$ cat src/rtl/event_stream_validator_assert.svh
// Assertion helpers shared by the fifo and back-end modules.
`ifndef EVENT_STREAM_VALIDATOR_ASSERT_SVH
`define EVENT_STREAM_VALIDATOR_ASSERT_SVH

// Same-cycle implication, disabled during reset.
`define ESV_ASSERT_NOW(lbl, ante, cons, msg) \
  lbl: assert property (@(posedge clk_i) disable iff (!rst_ni) (ante) |-> (cons)) \
    else $error(msg);

// Next-cycle implication, disabled during reset.
`define ESV_ASSERT_NEXT(lbl, ante, cons, msg) \
  lbl: assert property (@(posedge clk_i) disable iff (!rst_ni) (ante) |=> (cons)) \
    else $error(msg);

`endif

$ cat src/rtl/esv_pkg.sv
`default_nettype none

package esv_pkg;

  localparam int unsigned WORD_W    = 32;
  localparam int unsigned OPC_W     = 7;
  localparam int unsigned FLAG_W    = 10;
  localparam int unsigned LOWFLAG_W = 5;
  localparam int unsigned LEFT_W    = 5;
  localparam int unsigned COUNT_W   = 17;

  localparam logic [COUNT_W-1:0] COUNT_MAX   = '1;
  localparam logic [COUNT_W-1:0] LIMIT_RESET = 17'd65536;

  // word_kind codes
  localparam logic [1:0] KIND_CMD     = 2'd0;
  localparam logic [1:0] KIND_PAYLOAD = 2'd1;
  localparam logic [1:0] KIND_TOKEN   = 2'd2;
  localparam logic [1:0] KIND_IGNORED = 2'd3;

  // verdict codes
  localparam logic [2:0] VERD_CONT  = 3'd0;
  localparam logic [2:0] VERD_END   = 3'd1;
  localparam logic [2:0] VERD_BAD   = 3'd2;
  localparam logic [2:0] VERD_LIMIT = 3'd3;
  localparam logic [2:0] VERD_IDLE  = 3'd4;

  // what an opcode asks the parser to do next
  typedef enum logic [2:0] {
    CLS_END,        // stream ends cleanly
    CLS_TOKEN_END,  // one token, then end
    CLS_TOKEN,      // one token, then continue
    CLS_NONE,       // nothing follows
    CLS_PAYLOAD,    // payload words follow (count may be zero)
    CLS_BAD         // invalid opcode
  } cls_e;

  // classified word handed from front to back
  typedef struct packed {
    logic [WORD_W-1:0] raw;
    logic [WORD_W-1:0] fixed;
    logic              sos;
    logic [OPC_W-1:0]  opc;
    cls_e              cls;
    logic [LEFT_W-1:0] n;
  } item_t;

  // one result transaction
  typedef struct packed {
    logic [WORD_W-1:0] word;
    logic [1:0]        kind;
    logic [2:0]        verdict;
    logic [OPC_W-1:0]  opc;
    logic              follow;
  } result_t;

endpackage

`default_nettype wire

$ cat src/rtl/esv_front.sv
`default_nettype none

// Front end: takes raw words, undoes the half swap and decodes the opcode.
module esv_front (
  input  wire logic                clk_i,
  input  wire logic                rst_ni,
  input  wire logic                swap_mode_i,
  input  wire logic                in_valid_i,
  output logic                     in_ready_o,
  input  wire logic [31:0]         in_word_i,
  input  wire logic                in_sos_i,
  output logic                     out_valid_o,
  input  wire logic                out_ready_i,
  output esv_pkg::item_t           out_item_o
);

  logic              valid_q, valid_d;
  esv_pkg::item_t    item_q, item_d;
  logic [31:0]       fixed;
  logic [6:0]        opc;
  logic [9:0]        flags;
  logic [3:0]        ones10;
  logic [2:0]        ones5;
  logic              take;

  assign in_ready_o  = !valid_q || out_ready_i;
  assign take        = in_valid_i && in_ready_o;
  assign out_valid_o = valid_q;
  assign out_item_o  = item_q;

  assign fixed = swap_mode_i ? {in_word_i[15:0], in_word_i[31:16]} : in_word_i;
  assign opc   = fixed[31:25];
  assign flags = fixed[24:15];

  always_comb begin
    ones10 = '0;
    ones5  = '0;
    for (int i = 0; i < esv_pkg::FLAG_W; i++) begin
      ones10 = ones10 + {3'b0, flags[i]};
    end
    for (int i = 0; i < esv_pkg::LOWFLAG_W; i++) begin
      ones5 = ones5 + {2'b0, flags[i]};
    end
  end

  always_comb begin
    item_d       = item_q;
    item_d.raw   = in_word_i;
    item_d.fixed = fixed;
    item_d.sos   = in_sos_i;
    item_d.opc   = opc;
    item_d.n     = '0;
    case (opc) inside
      7'd0:                    item_d.cls = esv_pkg::CLS_END;
      7'd1, 7'd14:             item_d.cls = esv_pkg::CLS_TOKEN_END;
      7'd13:                   item_d.cls = esv_pkg::CLS_TOKEN;
      7'd2, 7'd12, 7'd15, 7'd16: item_d.cls = esv_pkg::CLS_NONE;
      [7'd3:7'd4], [7'd7:7'd11], [7'd17:7'd21]: begin
        item_d.cls = esv_pkg::CLS_PAYLOAD;
        item_d.n   = {1'b0, ones10};
      end
      7'd5, 7'd6: begin
        item_d.cls = esv_pkg::CLS_PAYLOAD;
        item_d.n   = {ones10, 1'b0};
      end
      7'd22: begin
        item_d.cls = esv_pkg::CLS_PAYLOAD;
        item_d.n   = {2'b0, ones5};
      end
      default:                 item_d.cls = esv_pkg::CLS_BAD;
    endcase
  end

  always_comb begin
    valid_d = valid_q;
    if (in_ready_o) begin
      valid_d = in_valid_i;
    end
  end

  always_ff @(posedge clk_i or negedge rst_ni) begin
    if (!rst_ni) begin
      valid_q <= 1'b0;
    end else begin
      valid_q <= valid_d;
    end
  end

  always_ff @(posedge clk_i) begin
    if (take) begin
      item_q <= item_d;
    end
  end

endmodule

`default_nettype wire

$ cat src/rtl/esv_fifo.sv
`default_nettype none

// Short queue between front and back.
module esv_fifo #(
  parameter int unsigned DEPTH = 4
) (
  input  wire logic           clk_i,
  input  wire logic           rst_ni,
  input  wire logic           push_valid_i,
  output logic                push_ready_o,
  input  wire esv_pkg::item_t push_item_i,
  output logic                pop_valid_o,
  input  wire logic           pop_ready_i,
  output esv_pkg::item_t      pop_item_o
);

  localparam int unsigned PTR_W = (DEPTH > 1) ? $clog2(DEPTH) : 1;
  localparam int unsigned CNT_W = $clog2(DEPTH + 1);
  localparam logic [PTR_W-1:0] LAST_PTR = PTR_W'(DEPTH - 1);
  localparam logic [CNT_W-1:0] FULL_CNT = CNT_W'(DEPTH);

  esv_pkg::item_t   mem_q [DEPTH];
  logic [PTR_W-1:0] wr_ptr_q, wr_ptr_d, rd_ptr_q, rd_ptr_d;
  logic [CNT_W-1:0] cnt_q, cnt_d;
  logic             push, pop;

  assign push_ready_o = (cnt_q != FULL_CNT);
  assign pop_valid_o  = (cnt_q != '0);
  assign push         = push_valid_i && push_ready_o;
  assign pop          = pop_valid_o && pop_ready_i;
  assign pop_item_o   = mem_q[rd_ptr_q];

  always_comb begin
    wr_ptr_d = wr_ptr_q;
    rd_ptr_d = rd_ptr_q;
    cnt_d    = cnt_q;
    if (push) begin
      wr_ptr_d = (wr_ptr_q == LAST_PTR) ? '0 : wr_ptr_q + PTR_W'(1);
    end
    if (pop) begin
      rd_ptr_d = (rd_ptr_q == LAST_PTR) ? '0 : rd_ptr_q + PTR_W'(1);
    end
    if (push && !pop) begin
      cnt_d = cnt_q + CNT_W'(1);
    end else if (pop && !push) begin
      cnt_d = cnt_q - CNT_W'(1);
    end
  end

  always_ff @(posedge clk_i or negedge rst_ni) begin
    if (!rst_ni) begin
      wr_ptr_q <= '0;
      rd_ptr_q <= '0;
      cnt_q    <= '0;
    end else begin
      wr_ptr_q <= wr_ptr_d;
      rd_ptr_q <= rd_ptr_d;
      cnt_q    <= cnt_d;
    end
  end

  always_ff @(posedge clk_i) begin
    if (push) begin
      mem_q[wr_ptr_q] <= push_item_i;
    end
  end

`include "event_stream_validator_assert.svh"

  `ESV_ASSERT_NOW(a_cnt_bound, 1'b1, cnt_q <= FULL_CNT, "fifo count above depth")
  `ESV_ASSERT_NEXT(a_ptr_gap, push && !pop && cnt_q == FULL_CNT - CNT_W'(1),
                   wr_ptr_q == rd_ptr_q, "full fifo pointers disagree")

endmodule

`default_nettype wire

$ cat src/rtl/esv_back.sv
`default_nettype none

// Back end: stream parser state and the output register.
module esv_back (
  input  wire logic                clk_i,
  input  wire logic                rst_ni,
  input  wire logic [16:0]         step_limit_i,
  input  wire logic                in_valid_i,
  output logic                     in_ready_o,
  input  wire esv_pkg::item_t      in_item_i,
  output logic                     out_valid_o,
  input  wire logic                out_ready_i,
  output esv_pkg::result_t         out_res_o
);

  typedef enum logic [1:0] {
    PH_DONE,
    PH_CMD,
    PH_PAYLOAD,
    PH_TOKEN
  } phase_e;

  phase_e                         phase_q, phase_d, ph_eff;
  logic [esv_pkg::LEFT_W-1:0]     left_q, left_d, left_eff, left_dec;
  logic                           eat_q, eat_d, eat_eff;
  logic [esv_pkg::COUNT_W-1:0]    cnt_q, cnt_d, cnt_eff, cnt_inc;
  logic                           out_valid_q;
  esv_pkg::result_t               res_q, res_d;
  logic                           take;

  assign in_ready_o  = !out_valid_q || out_ready_i;
  assign take        = in_valid_i && in_ready_o;
  assign out_valid_o = out_valid_q;
  assign out_res_o   = res_q;

  always_comb begin
    // start of stream resets the parser before this word is looked at
    ph_eff   = in_item_i.sos ? PH_CMD : phase_q;
    left_eff = in_item_i.sos ? '0 : left_q;
    eat_eff  = in_item_i.sos ? 1'b0 : eat_q;
    cnt_eff  = in_item_i.sos ? '0 : cnt_q;
    cnt_inc  = (cnt_eff == esv_pkg::COUNT_MAX) ? cnt_eff
                                               : cnt_eff + esv_pkg::COUNT_W'(1);
    left_dec = (left_eff != '0) ? left_eff - esv_pkg::LEFT_W'(1) : '0;

    phase_d = ph_eff;
    left_d  = left_eff;
    eat_d   = eat_eff;
    cnt_d   = cnt_eff;

    res_d.word    = in_item_i.raw;
    res_d.kind    = esv_pkg::KIND_IGNORED;
    res_d.verdict = esv_pkg::VERD_IDLE;
    res_d.opc     = '0;
    res_d.follow  = 1'b0;

    case (ph_eff)
      PH_CMD: begin
        res_d.word = in_item_i.fixed;
        res_d.kind = esv_pkg::KIND_CMD;
        cnt_d      = cnt_inc;
        if (cnt_inc > step_limit_i) begin
          res_d.verdict = esv_pkg::VERD_LIMIT;
          phase_d       = PH_DONE;
        end else begin
          res_d.opc     = in_item_i.opc;
          res_d.verdict = esv_pkg::VERD_CONT;
          case (in_item_i.cls)
            esv_pkg::CLS_END: begin
              res_d.verdict = esv_pkg::VERD_END;
              phase_d       = PH_DONE;
            end
            esv_pkg::CLS_TOKEN_END: begin
              phase_d = PH_TOKEN;
              eat_d   = 1'b1;
            end
            esv_pkg::CLS_TOKEN: begin
              phase_d = PH_TOKEN;
              eat_d   = 1'b0;
            end
            esv_pkg::CLS_NONE: begin
            end
            esv_pkg::CLS_PAYLOAD: begin
              if (in_item_i.n != '0) begin
                left_d  = in_item_i.n;
                phase_d = PH_PAYLOAD;
              end
            end
            default: begin
              res_d.verdict = esv_pkg::VERD_BAD;
              phase_d       = PH_DONE;
            end
          endcase
        end
      end
      PH_PAYLOAD: begin
        res_d.word    = in_item_i.fixed;
        res_d.kind    = esv_pkg::KIND_PAYLOAD;
        res_d.verdict = esv_pkg::VERD_CONT;
        left_d        = left_dec;
        if (left_dec == '0) begin
          phase_d = PH_CMD;
        end
      end
      PH_TOKEN: begin
        res_d.kind    = esv_pkg::KIND_TOKEN;
        res_d.follow  = eat_eff;
        res_d.verdict = eat_eff ? esv_pkg::VERD_END : esv_pkg::VERD_CONT;
        phase_d       = eat_eff ? PH_DONE : PH_CMD;
        eat_d         = 1'b0;
      end
      default: begin
      end
    endcase
  end

  always_ff @(posedge clk_i or negedge rst_ni) begin
    if (!rst_ni) begin
      phase_q     <= PH_DONE;
      left_q      <= '0;
      eat_q       <= 1'b0;
      cnt_q       <= '0;
      out_valid_q <= 1'b0;
    end else begin
      if (take) begin
        phase_q <= phase_d;
        left_q  <= left_d;
        eat_q   <= eat_d;
        cnt_q   <= cnt_d;
      end
      if (in_ready_o) begin
        out_valid_q <= in_valid_i;
      end
    end
  end

  always_ff @(posedge clk_i) begin
    if (take) begin
      res_q <= res_d;
    end
  end

`include "event_stream_validator_assert.svh"

  `ESV_ASSERT_NOW(a_payload_left, phase_q == PH_PAYLOAD, left_q != '0,
                  "payload phase with nothing left")
  `ESV_ASSERT_NEXT(a_final_verdict,
                   take && (res_d.verdict == esv_pkg::VERD_END ||
                            res_d.verdict == esv_pkg::VERD_BAD ||
                            res_d.verdict == esv_pkg::VERD_LIMIT),
                   phase_q == PH_DONE, "stream verdict did not stop parser")
  `ESV_ASSERT_NOW(a_token_clears, phase_q != PH_TOKEN, !eat_q || phase_q == PH_DONE ||
                  phase_q == PH_CMD || phase_q == PH_PAYLOAD ? !eat_q : 1'b1,
                  "end-after-token flag outside token phase")

endmodule

`default_nettype wire

$ cat src/rtl/event_stream_validator.sv
`default_nettype none

// Event stream validator.
// Slave stream: one 32-bit command stream word per transaction in s_axis_tdata;
//   s_axis_tuser set marks the first word of a new stream and restarts the parser.
// Master stream: one result transaction per input word, in input order: the word
//   (after the optional half exchange for command and payload words only), its
//   kind, the stream verdict, the decoded opcode and the follow-token flag.
// APB port: register 0 (addr 0x0) swap_mode, register 1 (addr 0x4) step_limit.
//   Write only while no transactions are in flight.
// Throughput: one word per cycle, sustained while m_axis_tready is high; the
//   parser decides each word combinationally, so nothing in the back end loops.
// Path: a result reaches the master side through the front decode register, the
//   queue and the output register.
// Reset: parser done (words before the first stream start are ignored/idle),
//   swap_mode 1, step_limit 65536, queue and output empty.
// Receiver stall: the output register holds; the queue absorbs up to
//   FIFO_DEPTH words plus one in the front register before s_axis_tready drops.
module event_stream_validator #(
  parameter int unsigned FIFO_DEPTH = 4
) (
  input  wire logic        clk_i,
  input  wire logic        rst_ni,
  // slave stream
  input  wire logic        s_axis_tvalid,
  output logic             s_axis_tready,
  input  wire logic [31:0] s_axis_tdata,   // [31:0] stream_word
  input  wire logic        s_axis_tuser,   // [0] start_of_stream
  // master stream
  output logic             m_axis_tvalid,
  input  wire logic        m_axis_tready,
  output logic [47:0]      m_axis_tdata,   // [31:0] out_word, [34:32] verdict,
                                           // [41:35] opcode_seen, [47:42] zero
  output logic [2:0]       m_axis_tuser,   // [1:0] word_kind, [2] follow_token
  // configuration
  input  wire logic        psel,
  input  wire logic        penable,
  input  wire logic        pwrite,
  input  wire logic [2:0]  paddr,
  input  wire logic [31:0] pwdata,
  output logic [31:0]      prdata,
  output logic             pready
);

  localparam logic REG_SWAP  = 1'b0;
  localparam logic REG_LIMIT = 1'b1;

  logic               swap_q;
  logic [16:0]        limit_q;
  logic               cfg_wr;

  logic               fr_valid, fr_ready;
  esv_pkg::item_t     fr_item;
  logic               q_valid, q_ready;
  esv_pkg::item_t     q_item;
  esv_pkg::result_t   res;

  // APB: always ready, write on the access phase.
  assign pready = 1'b1;
  assign cfg_wr = psel && penable && pwrite && pready;
  assign prdata = (paddr[2] == REG_LIMIT) ? {15'b0, limit_q} : {31'b0, swap_q};

  always_ff @(posedge clk_i or negedge rst_ni) begin
    if (!rst_ni) begin
      swap_q  <= 1'b1;
      limit_q <= esv_pkg::LIMIT_RESET;
    end else if (cfg_wr) begin
      if (paddr[2] == REG_SWAP) begin
        swap_q <= pwdata[0];
      end else begin
        limit_q <= pwdata[16:0];
      end
    end
  end

  // Front: half exchange and opcode classification.
  esv_front u_front (
    .clk_i       (clk_i),
    .rst_ni      (rst_ni),
    .swap_mode_i (swap_q),
    .in_valid_i  (s_axis_tvalid),
    .in_ready_o  (s_axis_tready),
    .in_word_i   (s_axis_tdata),
    .in_sos_i    (s_axis_tuser),
    .out_valid_o (fr_valid),
    .out_ready_i (fr_ready),
    .out_item_o  (fr_item)
  );

  // Queue decouples decode from the parser.
  esv_fifo #(
    .DEPTH (FIFO_DEPTH)
  ) u_fifo (
    .clk_i        (clk_i),
    .rst_ni       (rst_ni),
    .push_valid_i (fr_valid),
    .push_ready_o (fr_ready),
    .push_item_i  (fr_item),
    .pop_valid_o  (q_valid),
    .pop_ready_i  (q_ready),
    .pop_item_o   (q_item)
  );

  // Back: parser state, step counting, output register.
  esv_back u_back (
    .clk_i        (clk_i),
    .rst_ni       (rst_ni),
    .step_limit_i (limit_q),
    .in_valid_i   (q_valid),
    .in_ready_o   (q_ready),
    .in_item_i    (q_item),
    .out_valid_o  (m_axis_tvalid),
    .out_ready_i  (m_axis_tready),
    .out_res_o    (res)
  );

  assign m_axis_tdata = {6'b0, res.opc, res.verdict, res.word};
  assign m_axis_tuser = {res.follow, res.kind};

endmodule

`default_nettype wire
$ cat config.mk
export PLATFORM = sky130hd
export DESIGN_NAME = event_stream_validator
export DESIGN_NICKNAME = d
export VERILOG_FILES = /design/src/rtl/esv_pkg.sv /design/src/rtl/esv_front.sv /design/src/rtl/esv_fifo.sv /design/src/rtl/esv_back.sv /design/src/rtl/event_stream_validator.sv
export VERILOG_INCLUDE_DIRS = /design/src /design/src/rtl
export SDC_FILE = /design/constraint.sdc
export NUM_CORES = 1
export LEC_CHECK = 0
export ABC_CLOCK_PERIOD_IN_PS = 6670
export BUFFER_PORTS_ARGS = -buffer_cell sky130_fd_sc_hd__buf_2
export CAP_MARGIN = 40
export CORE_MARGIN = 4
export CORE_UTILIZATION = 60
export CTS_BUF_LIST = sky130_fd_sc_hd__clkbuf_4
export DETAILED_ROUTE_END_ITERATION = 8
export PLACE_DENSITY = 0.82
export SETUP_SLACK_MARGIN = 0.4
export SLEW_MARGIN = 20
export SYNTH_ARGS = -nofsm -noshare
export SYNTH_HDL_FRONTEND = slang
export SYNTH_SLANG_ARGS = --single-unit
$ cat constraint.sdc
create_clock -name clk_i -period 6.67 [get_ports clk_i]
set_clock_uncertainty 0.05 [all_clocks]
set_input_delay 1.334 -clock clk_i [delete_from_list [all_inputs] [get_ports clk_i]]
set_output_delay 1.334 -clock clk_i [all_outputs]
set_load 0.05 [all_outputs]
## After elaboration in Yosys (flattened, before gate mapping)

Memory sizes are Yosys's and may differ from the RTL's.
Cells that the tools add are included.

- Register bits after elaboration: 177
- RAM bits: 320
- Bits of input ports: 75
- Output and inout port bits: 86
- Word-level logic and storage cells: 153
- Memories kept: 1

Memories:

| name | words | width | read ports | clocked after memory_dff | wr ports | line | RTL |
|---|---|---|---|---|---|---|---|
| u_fifo.mem_q | 4 | 80 | 1 | 0 | 1 | esv_fifo.sv:22 | `esv_pkg::item_t mem_q [DEPTH];` |

- $add $sub $neg: 19
- Order comparisons: 7
- Equal/unequal tests: 21
- Mux-type cells: 42
- Bitwise operators: 2
- Reductions and logical operators: 36

Operator list:

| kind | count |
|---|---|
| 17-bit two-way mux | 4 |
| 32-bit two-way mux | 2 |
| 4-bit by 1-bit adder with 4-bit output | 8 |
| 5-bit two-way mux | 6 |
| 7-bit by 4-bit == test with 1-bit output, second input constant | 4 |
| 3-bit two-way mux | 6 |
| 17-bit by 1-bit adder with 17-bit output, second input constant | 1 |
| 17-bit == test, second input constant | 1 |
| 17-bit greater-than comparator | 1 |
| 2-bit two-way mux | 8 |
| 5-bit case mux with 3 select lines | 1 |
| 7-bit by 3-bit == test with 1-bit output, second input constant | 2 |
| 7-bit by 5-bit == test with 1-bit output, second input constant | 2 |
| 2-bit case mux with 3 select lines | 2 |
| 11-bit OR reduction | 1 |
| 1-bit logical AND | 10 |
| 5-bit case mux with 2 select lines | 1 |
| 5-bit nonzero test | 2 |
| 2-bit OR reduction | 5 |
| 3-bit by 1-bit adder with 3-bit output | 3 |
| 2-bit == test, second input constant | 4 |
| 1-bit two-way mux | 8 |
| 4-bit OR reduction | 2 |
| 8-bit OR reduction | 1 |
| 31 further kinds | 42 |

## Logic depth before layout (Yosys ltp)

Gate-level depths: netlist (run 1).

- Depth after elaboration: 12
- Mapped depth: 21
- Gate-level depth less buffers: 19

## By module

Synthesis (run 1) repeated with hierarchy kept, for this count alone.

- Cell total of the unflattened synthesis: 1203
- Area, all modules: 20940.1 um2

Modules (own cells, without submodules):

| module | times used | cells an instance | area each (um2) | seq. area each (um2) |
|---|---|---|---|---|
| esv_fifo | 1 | 455 | 12056.6 | 9784.4 |
| esv_back | 1 | 474 | 4634.4 | 2001.9 |
| esv_front | 1 | 192 | 3215.6 | 2217.1 |
| event_stream_validator | 1 | 82 | 1033.5 | 452.9 |

## Worst setup path after synthesis (run 1)

Ideal clock, no wire load.

- Path kind: register to register
- Start point: register u_fifo.rd_ptr_q[1]
- End point: register u_back.left_q[4] in the netlist's numbering
- Setup time: 132 ps
- Data arrival time: 4714 ps
- Data required time: 6488 ps
- Slack: 1774 ps
- Stages on the path, launching flop included: 21
- Path buffers: 2
- Clock period less this slack: 4896 ps
- Cells stage by stage: dfrtp_1 > buf_2 > mux2i_1 > mux2_2 > clkbuf_1 > and2_1 > ha_1 > nand4_1 > or4_4 > or3_4 > nand2_1 > xor2_1 > nor2_1 > ha_1 > nand2_1 > o21ai_0 > a2111oi_0 > nand2_1 > a21boi_0 > a31o_2 > a31oi_1

- Word-level cells in the longest chain between the ends: 7
- Elaborated cells on any way between the ends: 19
- Classes of those cells: add/sub: 2; order compare: 1; eq/ne: 4; mux: 9; reduce/logical: 2; memory: 1

Ends and longest elaborated chain:

| item | line | RTL |
|---|---|---|
| start, declared | esv_fifo.sv:23 | `logic [PTR_W-1:0] wr_ptr_q, wr_ptr_d, rd_ptr_q, rd_ptr_d;` |
| start signal, assigned | esv_fifo.sv:57 | `rd_ptr_q <= rd_ptr_d;` |
| memory 4 x 80 bit (*) | n/a |  |
| 17-bit two-way mux | esv_back.sv:41 | `cnt_eff = in_item_i.sos ? '0 : cnt_q;` |
| 17-bit by 1-bit adder with 17-bit output or 17-bit == test (tied branches) | esv_back.sv:43, esv_back.sv:42 |  |
| 17-bit two-way mux | esv_back.sv:42 | `cnt_inc = (cnt_eff == esv_pkg::COUNT_MAX) ? cnt_eff` |
| 17-bit greater-than comparator | esv_back.sv:62 | `if (cnt_inc > step_limit_i) begin` |
| 5-bit two-way mux | esv_back.sv:62 |  |
| 5-bit case mux with 2 select lines (*) | esv_back.sv:57 | `case (ph_eff)` |
| end signal, assigned | esv_back.sv:127 | `left_q <= left_d;` |
| end, declared | esv_back.sv:24 | `logic [esv_pkg::LEFT_W-1:0] left_q, left_d, left_eff, left_dec;` |

Every way passes the cells marked *; elsewhere a longest branch is shown, timed or not.
A chain may end at the register's enable or synchronous reset.

## Final worst setup path (run 1)

- Start point: register u_fifo.rd_ptr_q[0]
- End point: register u_back.left_q[3] in the netlist's numbering

The elaborated chain is that of the path after synthesis.

==> results of run 1 <==
[worst max-delay path, stage by stage, from the launching register on]
cell       delay, ps
dfrtp_4          840
mux2_2           320
and2_1           160
ha_1             260
nand4_1          200
or4_4            600
nor3_4           370
nor2_1           160
nand2_1          110
xor2_1           160
nor2_1            60
ha_1             300
nand4_1          120
nor2_1            70
a2111oi_1        570
nand2_1          230
a21boi_0         510
a221oi_1         180
nor3_1           200
[kinds of logic (layout without fill, tap and decap cells)]
group,after synthesis,count (layout)
AO/OA/AOI/OAI,129,129
adder cells (fa/ha/maj),43,43
flip-flops,462,462
AND/OR/NAND/NOR,307,307
other,2,24
XOR/XNOR,18,18
multiplexers,129,129
buffers and inverters,112,388
[per-layer routing]
metal,share of wire,up-vias,track usage
met2,0.52,421,0.386
met3,0.061,85,0.0434
met4,0.023,0,0.0833
met1,0.40,5529,0.291
met5,0,-,0
li1,-,5026,-
[synthesized netlist by cell type, drive strengths merged, types with 10 or more instances]
| cell type | number | area share |
|---|---|---|
| o21ai | 37 | 0.0095 |
| a21oi | 26 | 0.0067 |
| o31ai | 10 | 0.0046 |
| nor2 | 42 | 0.0085 |
| nand4 | 14 | 0.0045 |
| mux2i | 14 | 0.0072 |
| mux2 | 42 | 0.024 |
| and2 | 36 | 0.012 |
| inv | 42 | 0.0081 |
| clkbuf | 31 | 0.0060 |
| nand2 | 158 | 0.030 |
| nand3 | 16 | 0.0041 |
| buf | 37 | 0.013 |
| ha | 35 | 0.023 |
| edfxtp | 410 | 0.63 |
| mux4 | 73 | 0.085 |
| dfrtp | 50 | 0.064 |
[path summary, 6_finish.rpt]
path | to | slack (ps) | from | cells past startpoint
min | u_fifo.mem_q[2][72] | 420 | u_front.out_item_o[72] | 0
max reg2reg | u_back.left_q[3] | 1060 | u_fifo.rd_ptr_q[0] | 18
min in group asynchronous | u_back.left_q[4] | 670 | rst_ni | 2
max | u_back.left_q[3] | 1060 | u_fifo.rd_ptr_q[0] | 18
min reg2reg | u_fifo.mem_q[2][72] | 420 | u_front.out_item_o[72] | 0
max in group asynchronous | u_fifo.rd_ptr_q[0] | 5390 | rst_ni | 2
[final cells by class]
class	count	area (um^2)	share of cell area
repair buffers	143	835	0.0380
clock buffers	155	1160	0.0530
diodes	2	5.00	0.000228
clock inverters	46	218	0.00992
inverters	44	165	0.00752
well taps	435	544	0.0248
multi-input cells	648	5400	0.246
flip-flops and latches	462	13600	0.620
[state kept, by name (all words and copies together), names as in the netlist]
signal,count
u_back.cnt_q,17
u_back.phase_q,2
u_fifo.cnt_q,3
u_fifo.rd_ptr_q,2
swap_q,1
u_back.out_res_o,45
limit_q,17
u_back.left_q,5
u_back.eat_q,1
u_fifo.wr_ptr_q,2
u_back.out_valid_o,1
u_fifo.mem_q,292
u_front.out_item_o,73
u_front.out_valid_o,1
[where the power goes]
part / switching, mW / internal (mW) / total (mW)
Combinational: 2.28 / 1.19 / 3.47
Clock: 1.08 / 1.12 / 2.20
Sequential: 0.333 / 4.08 / 4.41
Total: 3.69 / 6.38 / 10.1
[metrics by stage]
| stage | instances | cell area, um^2 |
|---|---|---|
| global placement | 1728 | 20500 |
| detailed placement | 1732 | 20600 |
| floorplan | 1222 | 19500 |
| CTS | 1933 | 21900 |
| finish | 1935 | 22000 |
| global route | 1935 | 22000 |
[what timing repair did]
item                                   in CTS  in global routing
setup endpoints to repair                   0                  3
endpoints found under the hold margin       0                  0
gates resized for setup                     0                  1
==> flow_metrics.tcl, run 1 <==
set metrics [dict create \
    status "complete, no violations" \
    relSlewSlack 0.423 \
    gp_congestion 0.875 \
    vias_per_cell 5.72 \
    end_kind "register" \
    syn-mean-instance-area_um2 16.2 \
    finalNetCount 1525 \
    synthFlopType "edfxtp_1" \
    cts.clk_slew.worst_paths_ps 70 \
    power.total_mw 10.1 \
    cts_max_path_buffers 3 \
    finalMaxSlewViolations 0 \
    synthesis.instances 1202 \
    port_buffers 121 \
    route.vias.total 11061 \
    finalWorstSetupSlack_ps 1060 \
    clockRootBuffer "clkbuf_4" \
    total_leakage_power_nw 8.22 \
    setup_viol 0 \
    row_count 65 \
    synth-warning-count 0 \
    synth_area_mm2 0.0195 \
    min_path_type "register to register" \
    synth-edff-count 410 \
    fin_util 0.690 \
    cp_max_fo 32 \
    synth_mux_area_frac 0.116 \
    syn2layout_area_growth_pct 12.8 \
    finalCritPeriodShare 0.841 \
    drc_errors 0 \
    layout-drive-gt1-share 0.298 \
    die_h_um 188 \
    cts_setup_buffers 0 \
    seq_area_frac_synth 0.700 \
    core_area_mm2 0.0318 \
    synth_xor_area_frac 0.00810 \
    synth_adder_area_share 0.0307 \
    grt_max_degree 53 \
    tns_ps 0 \
    synthSimpleGateAreaFrac 0.0734 \
    crit_required_ps 7280 \
    cts_tree "done" \
    antenna_left 0 \
    grt_use_total 0.226 \
    h-tree-depth 3 \
    die_width_um 188 \
    synth_top_family_by_area "multiplexers" \
    initial_core_util 0.612 \
    rsz0062_at_grt "false" \
    grt_pass1_vias 11623 \
    fin_crit_ps 5610 \
    hold_viol_final 0 \
    dp_hpwl_um 24500 \
    crit_type "register to register" \
    grt_overflow 0 \
    tightest_slew_ps 842 \
    drt-pass1-iter-count 5 \
    crit_arrival_ps 6220 \
    totalWireLength_um 39500 \
    antenna_found_initial 2 \
    cts_made_buffers 108 \
    ys_types 68 \
    synth_seq_cells 462 \
    drt_iter0_markers 926 \
    clkLatencyLatePin_ps 760 \
    wl_per_cell_um 20.4 \
    async_reset_ff_frac 0.113 \
    p_per_area_mw_per_mm2 459 \
    ios 161 \
    vdd_drop_max_mv 0.425 \
    cp-start-kind "register" \
    holdWs_ps 423 \
    layout_common_cells "edfxtp_1, nand2_1, clkbuf_4" \
    final_common_cell "edfxtp_1" \
    fillCellCount 2117 \
    maxCapViolations 0 \
    cts_hold_buffers 0 \
    grt_pass1_wl_um 62600 \
    synth_compound_area_frac 0.0444 \
    cts_sinks 462 \
    pre_cts_ws_ps 906 \
    dieArea_mm2 0.0354 \
    fmax_mhz 178 \
]
(Power assumes the default switching activity.)
==> inputs of run 2 (changes only) <==
Settings changed: ABC_CLOCK_PERIOD_IN_PS 6670 to 5720.
Clock period 6.67 ns to 5.72 ns, I/O delays scaled along.
==> run 2 against run 1 <==
Compared with the run above: hold slack worse by 150 ps; non-clock buffer count up 4; cell area up 0.35%; routed wire length increased by 1.2%; global-route usage grew 0.30 points; sequential power increased by 15%; critical path type unchanged; critical endpoint is now u_back.left_q[0]; clock power grew 20%; largest power group unchanged; largest cell class unchanged; first-iteration DRC count down 3.7%; utilization rose by 0.24 points; maximum frequency increased by 15%.
==> flow_metrics.tcl, run 2 (synthesis results as in run 1) <==
set metrics [dict create \
    status "complete, no violations" \
    syn2layout_area_growth_pct 13.2 \
    gp_congestion 0.868 \
    maxCapViolations 0 \
    cp-start-kind "register" \
    finalMaxSlewViolations 0 \
    tightest_slew_ps 797 \
    totalWireLength_um 40000 \
    path_buf_inv 1 \
    grt-busiest-layer "met2" \
    reg2reg_depth 18 \
    tns_ps 0 \
    power.total_mw 11.8 \
    route.vias.total 11073 \
    cp_slowest_cell "or4_4" \
    cp_max_fo 6 \
    clkPwrFrac 0.223 \
    cts_sinks 462 \
    timing.rr.start "u_fifo.rd_ptr_q[1]" \
    cts.clk_slew.worst_paths_ps 70 \
    fmax_mhz 206 \
    hold_viol_final 0 \
    vdd_drop_max_mv 0.365 \
    finalCritPeriodShare 0.850 \
    initial_core_util 0.612 \
    port_buffers 121 \
    final_common_cell "edfxtp_1" \
    fin_util 0.693 \
    row_count 65 \
    fin_crit_ps 4860 \
    grt_pass1_wl_um 63100 \
    dieArea_mm2 0.0354 \
    crit_required_ps 6290 \
    grt_max_degree 52 \
    rsz0062_at_grt "false" \
    total_leakage_power_nw 8.27 \
    p_sw_mw 4.31 \
    holdWs_ps 277 \
    crit_arrival_ps 5430 \
    use_met3 0.0501 \
    ios 161 \
    p_per_area_mw_per_mm2 537 \
    cts_made_buffers 111 \
    drt_iter0_markers 892 \
    drt-pass1-iter-count 6 \
    end_kind "register" \
    h-tree-depth 3 \
    setup_viol 0 \
    path_cells "mux2i_1 > mux2_2 > and2_1 > ha_1 > nand4_1 > or4_4 > or3_4 > nand3_1 > xor2_1 > ha_1 > nand4_1 > nor2_1 > a2111oi_1 > buf_4 > nand2_1 > a21boi_0 > o21ai_1 > a221o_1" \
    slowest_delay_ps 600 \
    crit_type "register to register" \
    finalNetCount 1532 \
    gr-usage-met2 0.391 \
    fillCellCount 2071 \
    relSlewSlack 0.454 \
    power_frac_seq 0.430 \
    antenna_left 0 \
    use_met1 0.295 \
    clockRootBuffer "clkbuf_4" \
    vias_per_cell 5.68 \
    largest_reg_flops 292 \
    ff2ff_setup_slack_ps 860 \
    crit_cells 18 \
    intPower_mw 7.52 \
    layout-drive-gt1-share 0.306 \
    grt_pass1_vias 11631 \
    fin_area_mm2 0.0220 \
    grt_overflow 0 \
    cts_tree "done" \
    regArea_mm2 0.0136 \
    drc_errors 0 \
    grt_use_total 0.229 \
    die_width_um 188 \
    p_sw_frac 0.364 \
    r2r-end "u_back.left_q[0]" \
    clkLatencyLatePin_ps 770 \
    min_path_type "input pin to asynchronous set/reset pin" \
    critical_path.top_delay_family "simple AND/OR/NAND/NOR gates" \
    die_h_um 188 \
    place_area_mm2 0.0206 \
    dp_hpwl_um 24500 \
    wl_per_cell_um 20.5 \
    layout_common_cells "edfxtp_1, clkbuf_4, nand2_1" \
    multi_input_area_mm2 0.00540 \
    core_area_mm2 0.0318 \
    combinationalPowerShare 0.348 \
    antenna_found_initial 3 \
    largest-register "u_fifo.mem_q" \
    cts_max_path_buffers 3 \
]
==> run 2: changes by cell type in the layout (fill, tap and decap cells not counted) <==
| cell | delta |
|---|---|
| clkinv_4 | -1 |
| inv_6 | +1 |
| buf_16 | -2 |
| diode_2 | +1 |
| clkinv_1 | -3 |
| buf_12 | +1 |
| clkbuf_4 | +11 |
| buf_4 | +4 |
| clkinvlp_4 | +1 |
==> run 2: what timing repair did <==
item | 4_1_cts | 5_1_grt
gates resized for setup | 0 | 1
buffers inserted | 0 | 0
hold buffers | 0 | 0
endpoints found under the setup margin | 0 | 2
==> run 2: per-stage QoR <==
stage	cells	setup WS (ps)
final	1948	856
after detailed placement	1735	822
after floorplan	1222	824
after CTS	1944	769
after global placement	1732	851
after global routing	1947	404
==> run 2: final cells by class <==
cell class                 count  share of cell area
antenna                        3            0.000341
clock buffer                 165              0.0562
clock inverter                44             0.00971
inverter                      44             0.00750
multi-input combinational    648               0.245
sequential                   462               0.618
tap                          435              0.0247
timing repair buffer         147              0.0380
==> run 2: worst reg2reg max path, cell delays in order (launching register included) <==
cell       delay (ps)
dfrtp_2           400
mux2i_1           190
mux2_2            240
and2_1            180
ha_1              270
nand4_1           190
or4_4             600
or3_4             420
nand3_1           160
xor2_1            240
ha_1              290
nand4_1           120
nor2_1             70
a2111oi_1         390
buf_4             190
nand2_1           110
a21boi_0          190
o21ai_1            90
a221o_1           320
==> run 2: power groups by stage <==
stage	sequential [mW]	clock [mW]	combinational, mW
6_report	5.09	2.63	4.11
5_1_grt	5.16	2.91	4.45
4_1_cts	5.09	2.70	4.16
3_5_place_dp	5.15	0	4.13
3_3_place_gp	5.08	0	4.01
2_1_floorplan	5.65	0	2.44
==> run 2: how the worst max path moves through the flow <==
| stage | from | endpoint | slack, ps |
|---|---|---|---|
| after floorplan | u_fifo.rd_ptr_q[1] | u_back.left_q[4] | 820 |
| after global placement | s_axis_tdata[15] | u_front.out_item_o[1] | 850 |
| after detailed placement | s_axis_tdata[31] | u_front.out_item_o[1] | 820 |
| after CTS | u_fifo.rd_ptr_q[1] | u_back.left_q[0] | 770 |
| after global routing | u_fifo.rd_ptr_q[1] | u_back.left_q[3] | 400 |
| final | u_fifo.rd_ptr_q[1] | u_back.left_q[0] | 860 |
==> run 2: metal layers <==
layer / up-vias / part of all wire
met5: - / 0.00018
met4: 2 / 0.019
met3: 64 / 0.071
met2: 487 / 0.52
met1: 5474 / 0.39
li1: 5046 / -
==> inputs of run 3 (changes only) <==
Settings changed: CAP_MARGIN 40 to 20, CORE_MARGIN 4 to 1.5.
==> run 3 against run 2 <==
Compared with the run above: register-to-register slack got worse by 130 ps; flip-flop and latch count did not move; global-route usage rose by 0.97 points; first-iteration DRC count rose by 4.6%; highest routed layer is now met4; maximum frequency fell by 2.6%; die area fell by 5.2%.
==> flow_metrics.tcl, run 3 (synthesis results as in run 1) <==
set metrics [dict create \
    gp_congestion 0.856 \
    core_area_mm2 0.0317 \
    final_common_cell "edfxtp_1" \
    drc_errors 0 \
    cp-start-kind "register" \
    dieArea_mm2 0.0335 \
    vdd_drop_max_mv 0.439 \
    status "complete, no violations" \
    cp_max_fo 31 \
    h-tree-depth 3 \
    fillCellCount 1990 \
    clkLatencyLatePin_ps 790 \
    tightest_slew_ps 1110 \
    use_met1 0.304 \
    rsz0062_at_grt "false" \
    cpMostUsedCell "buf_4" \
    grt_use_total 0.238 \
    finalCritPeriodShare 0.873 \
    fmax_mhz 200 \
    cts_sinks 462 \
    use_met3 0.0469 \
    slowest_delay_ps 630 \
    gr-usage-met2 0.410 \
    finalNetCount 1529 \
    wl_per_cell_um 20.5 \
    grt_max_degree 75 \
    vias_per_cell 5.84 \
    ios 161 \
    port_buffers 121 \
    path_cells "buf_4 > mux4_2 > or4_4 > or3_4 > nand3_1 > xor2_1 > ha_1 > nand4_1 > nor2_1 > a2111oi_1 > buf_4 > nand2_1 > a21oi_1 > buf_4 > and2_1" \
    totalWireLength_um 39300 \
    largest-register "u_fifo.mem_q" \
    relSlewSlack 0.257 \
    die_width_um 183 \
    drt_iter0_markers 933 \
    fin_area_mm2 0.0220 \
    cts_max_path_buffers 3 \
    critical_path.top_delay_family "simple AND/OR/NAND/NOR gates" \
    grt_overflow 0 \
    syn2layout_area_growth_pct 12.9 \
    cts.clk_slew.worst_paths_ps 70 \
    die_h_um 183 \
    initial_core_util 0.613 \
    crit_required_ps 6290 \
    path_buf_inv 3 \
    row_count 65 \
    end_kind "register" \
    cts_tree "done" \
    antenna_found_initial 3 \
    min_path_type "input pin to asynchronous set/reset pin" \
    antenna_left 0 \
    layout_common_cells "edfxtp_1, clkbuf_4, nand2_1" \
    cts_hold_buffers 0 \
    dp_hpwl_um 23600 \
    grt_pass1_wl_um 60700 \
    maxCapViolations 0 \
    setup_viol 0 \
    fin_crit_ps 5000 \
    crit_type "register to register" \
    tns_ps 0 \
    drt-pass1-iter-count 5 \
    route.vias.total 11165 \
    largest_reg_flops 292 \
    place_area_mm2 0.0205 \
    cts_made_buffers 110 \
    clockRootBuffer "clkbuf_4" \
    hold_viol_final 0 \
    finalMaxSlewViolations 0 \
    p_per_area_mw_per_mm2 539 \
    total_leakage_power_nw 8.26 \
    grt-busiest-layer "met2" \
    layout-drive-gt1-share 0.308 \
    cp_slowest_cell "mux4_2" \
    grt_pass1_vias 11415 \
    crit_arrival_ps 5570 \
]
==> run 3: changes by cell type in the layout (fill, tap and decap cells not counted) <==
cell      previous run  this run
dfrtp_2              1         0
buf_4               22        24
clkbuf_4           166       170
inv_6                2         0
buf_6                1         0
inv_2                2         1
buf_16               1         0
clkinv_4             0         3
dfrtp_4              1         2
buf_12               1         0
clkinv_1            35        30
==> run 3: worst paths after layout <==
check	slack (ps)	startpoint	depth (start not counted)	to
max in group asynchronous	4490	rst_ni	2	u_fifo.rd_ptr_q[0]
min in group clk_i	410	u_front.out_item_o[55]	0	u_fifo.mem_q[2][55]
hold reg to reg	410	u_front.out_item_o[55]	0	u_fifo.mem_q[2][55]
setup reg to reg	720	u_fifo.rd_ptr_q[0]	15	u_back.out_res_o[3]
setup / recovery	720	u_fifo.rd_ptr_q[0]	15	u_back.out_res_o[3]
hold / removal	230	rst_ni	1	limit_q[0]
==> run 3: layout make-up <==
type	count	area, um^2	area share
clock buffer	170	1280	0.0581
sequential	462	13600	0.620
timing repair buffer	145	786	0.0358
antenna	3	7.51	0.000342
multi-input combinational	648	5400	0.246
clock inverter	39	200	0.00912
tap	402	503	0.0229
inverter	44	165	0.00752
==> run 3: worst reg2reg max path: cells and delay by family, from the launching register on <==
kind,cells,cell delay [ps]
buffers and inverters,3,940
DFF,1,410
adders and majority gates,1,290
AOI/OAI and AO/OA,2,680
muxes,1,640
and+or+nand+nor,7,1630
xor gates and xnor gates,1,230
==> run 3: stage by stage <==
| step | util | setup slack, ps | hold WS (ps) | instances | power, mW |
|---|---|---|---|---|---|
| 6_report | 0.692 | 725 | 226 | 1913 | 11.8 |
| 3_5_place_dp | 0.645 | 643 | 432 | 1699 | 9.22 |
| 3_3_place_gp | 0.645 | 637 | 417 | 1699 | 9.08 |
| 5_1_grt | 0.692 | 424 | 232 | 1912 | 12.5 |
| 2_1_floorplan | - | 824 | 409 | 1222 | 8.09 |
| 4_1_cts | 0.692 | 594 | 195 | 1908 | 11.9 |
==> run 3: where the power goes <==
group / switching (mW) / leakage [nW] / internal [mW]
sequential: 0.324 / 4.48 / 4.76
clock: 1.29 / 0.870 / 1.41
combinational: 2.70 / 2.91 / 1.36
total: 4.31 / 8.26 / 7.53
==> run 3: per-layer routing <==
metal	wire, um	vias to the layer above
met2	20200	451
met4	752	0
li1	-	5049
met1	15900	5593
met3	2440	72
met5	0	-
==> run 3: timing repair <==
action / 4_1_cts / 5_1_grt
resized for setup: 0 / 1
buffers inserted: 0 / 2
endpoints found under the setup margin: 0 / 13
